### config.mk
export PLATFORM = sky130hd
export DESIGN_NAME = bba_seq
export DESIGN_NICKNAME = d
export VERILOG_FILES = /design/src/rtl/core/bba_pkg.sv /design/src/rtl/core/bba_seq.sv
export SDC_FILE = /design/constraint.sdc
export NUM_CORES = 1
export LEC_CHECK = 0
export BUFFER_PORTS_ARGS = -buffer_cell sky130_fd_sc_hd__buf_4
export CORE_UTILIZATION = 45
export CTS_BUF_LIST = sky130_fd_sc_hd__clkbuf_2 sky130_fd_sc_hd__clkbuf_4 sky130_fd_sc_hd__clkbuf_8
export CTS_CLUSTER_SIZE = 25
export DETAILED_ROUTE_END_ITERATION = 10
export REMOVE_ABC_BUFFERS = 1
export SLEW_MARGIN = 20
export SYNTH_ARGS = -nofsm -noshare
export SYNTH_HDL_FRONTEND = slang
export SYNTH_SLANG_ARGS = --single-unit
### constraint.sdc
create_clock -name clk -period 6.65 [get_ports clk]
set_input_delay 1.33 -clock clk [delete_from_list [all_inputs] [get_ports clk]]
set_output_delay 1.33 -clock clk [all_outputs]
set_load 0.01 [all_outputs]
### src/rtl/core/bba_pkg.sv
// Shared types and constants for the buddy block allocator.
// Depends on nothing; every other file refers to it by scoped names.
package bba_pkg;

  localparam int POOL_UNITS = 1024;
  localparam int ADDR_W     = $clog2(POOL_UNITS);
  localparam int NODE_W     = ADDR_W + 1;
  localparam int SIZE_W     = ADDR_W + 1;
  localparam int RAM_DEPTH  = 2 * POOL_UNITS;

  localparam int FLAG_W      = 3;
  localparam int F_TAKEN     = 0;
  localparam int F_LOW_BUSY  = 1;
  localparam int F_HIGH_BUSY = 2;

  localparam logic CMD_ALLOC = 1'b0;
  localparam logic CMD_FREE  = 1'b1;

  typedef struct packed {
    logic [NODE_W-1:0] addr;
    logic              we;
    logic [FLAG_W-1:0] wdata;
  } ram_req_t;

  typedef enum logic [3:0] {
    S_CLEAR,
    S_IDLE,
    S_A_RD,
    S_A_EV,
    S_A_BT,
    S_A_UP_RD,
    S_A_UP_EV,
    S_F_RD,
    S_F_EV,
    S_F_UP_RD,
    S_F_UP_EV,
    S_DONE
  } state_t;

endpackage

### src/rtl/core/bba_seq.sv
// Sequencer and shared datapath: walks the node tree one level per step.
// Depends on bba_pkg; drives the flag store through a ram_req_t.
module bba_seq (
  input  logic                        clk,
  input  logic                        rst,
  input  logic                        start,
  input  logic                        command,
  input  logic [bba_pkg::SIZE_W-1:0]  request_size,
  input  logic [bba_pkg::ADDR_W-1:0]  free_address,
  input  logic [bba_pkg::FLAG_W-1:0]  rdata,
  output bba_pkg::ram_req_t           req,
  output logic                        busy,
  output logic                        done,
  output logic [bba_pkg::ADDR_W-1:0]  block_address,
  output logic                        success
);

  bba_pkg::state_t state, state_next;
  logic [bba_pkg::NODE_W-1:0] node, node_next, clr, clr_next;
  logic [bba_pkg::SIZE_W-1:0] span, span_next, want, want_next, half, pmask;
  logic [bba_pkg::ADDR_W-1:0] base, base_next, addr, addr_next, res_addr, res_addr_next;
  logic upbit, upbit_next, res_ok, res_ok_next;
  logic taken, kids, fits_lower, at_start, go_high, other;

  assign half       = span >> 1;
  assign pmask      = (span << 1) - bba_pkg::SIZE_W'(1);
  assign taken      = rdata[bba_pkg::F_TAKEN];
  assign kids       = rdata[bba_pkg::F_LOW_BUSY] | rdata[bba_pkg::F_HIGH_BUSY];
  assign fits_lower = (span > bba_pkg::SIZE_W'(1)) && (want <= half);
  assign at_start   = (addr & (span[bba_pkg::ADDR_W-1:0] - bba_pkg::ADDR_W'(1))) == '0;
  assign go_high    = (addr & half[bba_pkg::ADDR_W-1:0]) != '0;
  assign other      = upbit ? rdata[bba_pkg::F_LOW_BUSY] : rdata[bba_pkg::F_HIGH_BUSY];

  always_comb begin
    state_next = state;
    case (state)
      bba_pkg::S_CLEAR:   if (clr == '1) state_next = bba_pkg::S_IDLE;
      bba_pkg::S_IDLE: begin
        if (start) begin
          if (command == bba_pkg::CMD_FREE) begin
            state_next = bba_pkg::S_F_RD;
          end else if (request_size == '0 || request_size > bba_pkg::SIZE_W'(bba_pkg::POOL_UNITS))
          begin
            state_next = bba_pkg::S_DONE;
          end else begin
            state_next = bba_pkg::S_A_RD;
          end
        end
      end
      bba_pkg::S_A_RD:    state_next = bba_pkg::S_A_EV;
      bba_pkg::S_A_EV: begin
        if (taken) state_next = bba_pkg::S_A_BT;
        else if (fits_lower) state_next = bba_pkg::S_A_RD;
        else if (kids) state_next = bba_pkg::S_A_BT;
        else if (node == bba_pkg::NODE_W'(1)) state_next = bba_pkg::S_DONE;
        else state_next = bba_pkg::S_A_UP_RD;
      end
      bba_pkg::S_A_BT: begin
        if (node == bba_pkg::NODE_W'(1)) state_next = bba_pkg::S_DONE;
        else if (!node[0]) state_next = bba_pkg::S_A_RD;
      end
      bba_pkg::S_A_UP_RD: state_next = bba_pkg::S_A_UP_EV;
      bba_pkg::S_A_UP_EV: begin
        if (node == bba_pkg::NODE_W'(1)) state_next = bba_pkg::S_DONE;
        else state_next = bba_pkg::S_A_UP_RD;
      end
      bba_pkg::S_F_RD:    state_next = bba_pkg::S_F_EV;
      bba_pkg::S_F_EV: begin
        if (taken) begin
          if (!at_start || node == bba_pkg::NODE_W'(1)) state_next = bba_pkg::S_DONE;
          else state_next = bba_pkg::S_F_UP_RD;
        end else if (span == bba_pkg::SIZE_W'(1) || !kids) begin
          state_next = bba_pkg::S_DONE;
        end else begin
          state_next = bba_pkg::S_F_RD;
        end
      end
      bba_pkg::S_F_UP_RD: state_next = bba_pkg::S_F_UP_EV;
      bba_pkg::S_F_UP_EV: begin
        if (other || node == bba_pkg::NODE_W'(1)) state_next = bba_pkg::S_DONE;
        else state_next = bba_pkg::S_F_UP_RD;
      end
      bba_pkg::S_DONE:    state_next = bba_pkg::S_IDLE;
      default:            state_next = bba_pkg::S_IDLE;
    endcase
  end

  always_comb begin
    node_next     = node;
    span_next     = span;
    base_next     = base;
    want_next     = want;
    addr_next     = addr;
    upbit_next    = upbit;
    res_addr_next = res_addr;
    res_ok_next   = res_ok;
    clr_next      = clr;
    req.addr      = node;
    req.we        = 1'b0;
    req.wdata     = rdata;
    case (state)
      bba_pkg::S_CLEAR: begin
        req.addr  = clr;
        req.we    = 1'b1;
        req.wdata = '0;
        clr_next  = clr + bba_pkg::NODE_W'(1);
      end
      bba_pkg::S_IDLE: begin
        node_next     = bba_pkg::NODE_W'(1);
        span_next     = bba_pkg::SIZE_W'(bba_pkg::POOL_UNITS);
        base_next     = '0;
        want_next     = request_size;
        addr_next     = free_address;
        res_addr_next = '0;
        res_ok_next   = 1'b0;
      end
      bba_pkg::S_A_EV: begin
        if (!taken && fits_lower) begin
          node_next = node << 1;
          span_next = half;
        end else if (!taken && !kids) begin
          req.we        = 1'b1;
          req.wdata     = rdata | bba_pkg::FLAG_W'(1 << bba_pkg::F_TAKEN);
          res_addr_next = base;
          res_ok_next   = 1'b1;
          upbit_next    = node[0];
          node_next     = node >> 1;
        end
      end
      bba_pkg::S_A_BT: begin
        // step to the upper sibling, or climb out of a failed upper half
        if (node != bba_pkg::NODE_W'(1)) begin
          if (!node[0]) begin
            node_next = node + bba_pkg::NODE_W'(1);
            base_next = base + span[bba_pkg::ADDR_W-1:0];
          end else begin
            node_next = node >> 1;
            span_next = span << 1;
            base_next = base & ~pmask[bba_pkg::ADDR_W-1:0];
          end
        end
      end
      bba_pkg::S_A_UP_EV: begin
        req.we     = 1'b1;
        req.wdata  = rdata | (upbit ? bba_pkg::FLAG_W'(1 << bba_pkg::F_HIGH_BUSY)
                                    : bba_pkg::FLAG_W'(1 << bba_pkg::F_LOW_BUSY));
        upbit_next = node[0];
        node_next  = node >> 1;
      end
      bba_pkg::S_F_EV: begin
        if (taken) begin
          if (at_start) begin
            req.we      = 1'b1;
            req.wdata   = rdata & ~bba_pkg::FLAG_W'(1 << bba_pkg::F_TAKEN);
            res_ok_next = 1'b1;
            upbit_next  = node[0];
            node_next   = node >> 1;
          end
        end else if (span != bba_pkg::SIZE_W'(1) && kids) begin
          node_next = {node[bba_pkg::NODE_W-2:0], go_high};
          span_next = half;
        end
      end
      bba_pkg::S_F_UP_EV: begin
        req.we     = 1'b1;
        req.wdata  = rdata & ~(upbit ? bba_pkg::FLAG_W'(1 << bba_pkg::F_HIGH_BUSY)
                                     : bba_pkg::FLAG_W'(1 << bba_pkg::F_LOW_BUSY));
        upbit_next = node[0];
        node_next  = node >> 1;
      end
      default: begin
      end
    endcase
  end

  always_ff @(posedge clk) begin
    if (rst) begin
      state <= bba_pkg::S_CLEAR;
      clr   <= '0;
    end else begin
      state <= state_next;
      clr   <= clr_next;
    end
    node     <= node_next;
    span     <= span_next;
    base     <= base_next;
    want     <= want_next;
    addr     <= addr_next;
    upbit    <= upbit_next;
    res_addr <= res_addr_next;
    res_ok   <= res_ok_next;
  end

  assign busy          = state != bba_pkg::S_IDLE;
  assign done          = state == bba_pkg::S_DONE;
  assign block_address = res_addr;
  assign success       = res_ok;

  a_done_ends: assert property (@(posedge clk) disable iff (rst)
    state == bba_pkg::S_DONE |=> state == bba_pkg::S_IDLE) else $error("done not followed by idle");
  a_taken_bt: assert property (@(posedge clk) disable iff (rst)
    (state == bba_pkg::S_A_EV && taken) |=> state == bba_pkg::S_A_BT)
    else $error("descent passed a taken node");
  a_span_hot: assert property (@(posedge clk) disable iff (rst)
    (state == bba_pkg::S_A_RD || state == bba_pkg::S_F_RD) |-> $onehot(span))
    else $error("span lost its single bit");
  a_node_live: assert property (@(posedge clk) disable iff (rst)
    (state == bba_pkg::S_A_RD || state == bba_pkg::S_F_RD) |-> node != '0)
    else $error("walk left the tree");

endmodule

Word level (Yosys, flattened, before mapping)
Index checks and enable logic that the tools add are counted.
{"block": "totals", "inputBits": 28, "reg_bits": 80, "output_inout_bits": 28, "wordCells": 140}
{"block": "op_classes", "addsub": 5, "order_cmp": 3, "reduce_logical": 29, "n_bitwise": 8, "n_eq_ne": 32, "n_mux": 53}
{"op": "$mux 11", "count": 13}
{"op": "$mux 4", "count": 16}
{"op": "$pmux 11 s5", "count": 1}
{"op": "$pmux 11 s4", "count": 1}
{"op": "$pmux 4 s11", "count": 1}
{"op": "$mux 10", "count": 4}
{"op": "$pmux 10 s2", "count": 2}
{"op": "$and 10x10->10", "count": 3}
{"op": "$add 11x1->11 const B", "count": 2}
{"op": "$eq 11x1->1 const B", "count": 2}
{"op": "$ne 11x1->1 const B", "count": 2}
{"op": "$ne 2x2->1 const B", "count": 11}
{"op": "$pmux 4 s5", "count": 1}
{"op": "$sub 10x1->10 const B", "count": 2}
{"op": "$eq 4x3->1 const B", "count": 4}
{"op": "$eq 4x4->1 const B", "count": 4}
{"op": "$reduce_and 5->1", "count": 3}
{"op": "$ne 3x3->1 const B", "count": 4}
{"op": "$eq 11x11->1 const B", "count": 1}
{"op": "$gt 11x1->1 const B", "count": 1}
{"op": "$gt 11x11->1 const B", "count": 1}
{"op": "$le 11x10->1", "count": 1}
{"op": "$logic_not 11->1", "count": 1}
{"op": "$add 10x10->10", "count": 1}
{"op": "other kinds (26)", "count": 48}

Longest topological paths before layout
{"block": "depth", "ltp_word": 8, "ltp_mapped": 10, "mapped_depth_nobuf": 9}

Least setup slack after synthesis
Ideal clock, no wire load.
{"block": "synth_timing", "path_kind": "flip-flop to output port", "startpoint": "reg span[1] (netlist name)", "endpoint": "out req[0] (netlist name)", "slack_ns": 2.719, "required_time_ns": 5.320, "path_buffers": 1, "stages_incl_launch_ff": 10, "arrival_ns": 2.601, "path_cell_list": "edfxtp_1 -> inv_1 -> ha_1 -> or3b_2 -> clkbuf_1 -> nor3_1 -> mux2i_1 -> a2111oi_2 -> nand2_1 -> o311a_1"}
{"item": "from (decl)", "line_no": "bba_seq.sv:20", "source": "logic [bba_pkg::SIZE_W-1:0] span, span_next, want, want_next, half, pmask;"}
{"item": "from (signal assigned)", "line_no": "bba_seq.sv:185", "source": "span <= span_next;"}
{"item": "to (decl)", "line_no": "bba_seq.sv:11", "source": "output bba_pkg::ram_req_t req,"}

==> flow_summary_export.csv <==
group,metric,value,unit
run_status,status,"completed",
logic_synthesis,synthArstFlopShare,0,%
drt,met3_length,656,um
logic_synthesis,synth_edf_count,65,
clocking,cts.clk_slew.worst_paths,80,ps
worst_setup_path,crit_path_cell_trace,"inv_1 -> ha_1 -> or3b_2 -> nor3_1 -> mux2i_1 -> a2111oi_2 -> nand2_1 -> o311a_1 -> buf_4",
worst_setup_path,worst-endpoint-required,5320,ps
placement,portBuffers,55,
drt,drt_wl_total,12000,um
clocking,cts_resized,0,
grt,grt-ovfl-total,0,
final_layout,finalNetCount,601,
die,initial_utilization,46.8,%
clocking,cts_tree,"done",
logic_synthesis,ys.flop_type,"edfxtp_1",
die,io_pins,56,
timing,finalSetupViolations,0,
power_and_ir_drop,leakage,2.20,nW
clocking,clockBufferDepth,2,
drt,via_per_inst,5.80,
die,die_h,106,um
drt,wl_met1,5990,um
timing,worst_slew_pin_slew,1050,ps
power_and_ir_drop,irDropWorstVdd,0.111,mV
timing,fmax,207,MHz
logic_synthesis,synth.distinct_cells,66,
final_layout,final_core_util,53.3,%
clocking,ctsHoldBuffers,0,
timing,fin_crit_sh,72.7,%
timing,hold_viol,0,
clocking,cts_root_buffer,"clkbuf_8",
worst_setup_path,start_kind,"flop",
drt,avgRoutedWirePerCell,17.4,um
flow_run,drv_cap,0,
final_layout,finalInstanceArea,0.00555,mm2
clocking,cts_made_buffers,9,
logic_synthesis,synth.avg_cell_area,9.64,um2
timing,holdWs,503,ps
logic_synthesis,seq_area_frac_synth,46.2,%
final_layout,final_common_cell,"edfxtp_1",
timing,setup-tns-final,0,ps
power_and_ir_drop,finalPower,0.892,mW
die,dieArea,0.0112,mm2
final_layout,layout_common_cells,"65 x edfxtp_1, 64 x nand2_1, 59 x buf_4",
worst_setup_path,path_class,"flop to output pin",
logic_synthesis,synth_seq_cells,80,
worst_setup_path,slowest_delay,530,ps
grt,antenna_found_initial,0,
placement,placed_cell_area,0.00538,mm2
drt,drt_first_pass_iters,4,
drt,drc,0,
timing,relSlewSlack,29.5,%
final_layout,antenna_cells_inserted,0,
worst_setup_path,path_max_fanout,7,
power_and_ir_drop,power-per-cell-area,161,mW/mm2
logic_synthesis,ys_warn_count,0,
drt,drt-initial-drc-count,281,
die,num_rows,37,
grt,grt_max_degree,23,
final_layout,drive_above_1_share,15.5,%
logic_synthesis,syn_area,0.00487,mm2
placement,gp_congestion,0.898,
clocking,cts.htree.levels,3,
worst_setup_path,end_kind,"output pin",
timing,maxSlewViolCount,0,
timing,fin_crit,4830,ps
final_layout,area_growth,14.0,%
drt,wl_met2,5260,um
clocking,insertion_delay,360,ps
drt,antenna_left,0,
timing,rsz0062_at_grt,"no",
die,die_w,106,um
hold_path,hold_path_class,"flop to flop",
grt,grtUsageTotal,22.6,%
clocking,cts_setup_buffers,0,
grt,grt_pass1_vias,3754,
placement,hpwl,8950,um
logic_synthesis,syn_inst,505,
drt,vias,4011,
clocking,cts_sinks,80,
grt,grt_pass1_wl,19500,um
timing,fin_worst_skew,4.67,ps
worst_setup_path,crit_arrival,3500,ps
die,core,0.0104,mm2
drt,top_layer_used,"met4",
worst_setup_path,cp_slowest_cell,"or3b_2",
[metrics by stage]
stage,setup WS [ps],std cells
final,1820,691
after global routing,1600,691
after CTS,1790,691
after detailed placement,2200,675
after global placement,2330,675
after floorplan,2790,480
[layer usage]
| layer | GRT usage, % | up-vias |
|---|---|---|
| li1 | - | 1973 |
| met1 | 33.4 | 1896 |
| met2 | 33.2 | 131 |
| met3 | 3.99 | 11 |
| met4 | 7.44 | 0 |
| met5 | 0 | - |
[logic make-up (layout without fill, tap and decap cells)]
logic type	Yosys count	in the layout	synth area share, %
muxes	3	3	0.617
DFF	80	80	46.2
adders and majority gates	23	23	6.06
and+or+nand+nor	205	205	21.1
AOI/OAI and AO/OA	124	124	18.2
buffers and inverters	48	98	3.85
xor gates and xnor gates	22	22	3.96
[critical path: cells and delay by family (launching register included)]
kind	cells	cell delay, ps
AO/OA/AOI/OAI	2	760
flip-flops	1	500
multiplexers	1	140
buffers and inverters	2	370
adder cells (fa/ha/maj)	1	240
AND/OR/NAND/NOR	3	1120
[sequential cells by signal, indices dropped and copies added, names as in the netlist]
signal / count
success: 1
want: 11
state: 4
addr: 10
upbit: 1
block_address: 10
clr: 11
node: 11
span: 11
base: 10
[power by group]
part / leakage (nW) / internal, mW / switching [mW]
clock: 0.0896 / 0.136 / 0.190
combinational: 1.38 / 0.0157 / 0.0119
sequential: 0.729 / 0.537 / 0.00211
[cells in the mapped netlist, types with 5 or more instances]
cell type | instances | share of area, %
nor2_1 | 40 | 3.1
nand4_1 | 7 | 0.90
nand2b_1 | 6 | 0.77
or3_1 | 7 | 0.90
a221o_1 | 10 | 2.1
and2_1 | 18 | 2.3
and3_1 | 8 | 1.0
a31oi_1 | 6 | 0.77
dfxtp_1 | 15 | 6.2
nor3_1 | 17 | 1.7
a21oi_1 | 22 | 2.3
xor2_1 | 8 | 1.4
a22oi_1 | 5 | 0.77
xnor2_1 | 14 | 2.5
nand2_1 | 64 | 4.9
o21ai_0 | 25 | 2.6
clkbuf_1 | 24 | 1.9
a211oi_1 | 7 | 1.1
nor2b_1 | 6 | 0.77
a21o_1 | 10 | 1.5
edfxtp_1 | 65 | 40
nor4_1 | 7 | 0.90
ha_1 | 22 | 5.7
inv_1 | 23 | 1.8
nand3_1 | 6 | 0.62
[cell type report]
cell class / instances / area (um2)
clock buffers: 9 / 124
clock inverters: 7 / 45.0
fillers: 964 / 4870
inverters: 23 / 86.3
repair buffers: 59 / 443
flip-flops and latches: 80 / 2250
well taps: 136 / 170
multi-input cells: 377 / 2430
[path summary, 6_finish.rpt]
check | from | to | slack, ps | cells after the start
worst min register to register | clr[1] | clr[1] | 500 | 2
worst max register to register | span[5] | node[6] | 3130 | 8
worst min-delay path | clr[1] | clr[1] | 500 | 2
worst max-delay path | span[1] | req[0] | 1820 | 9
Note: power is estimated with default switching activity, not from simulation.
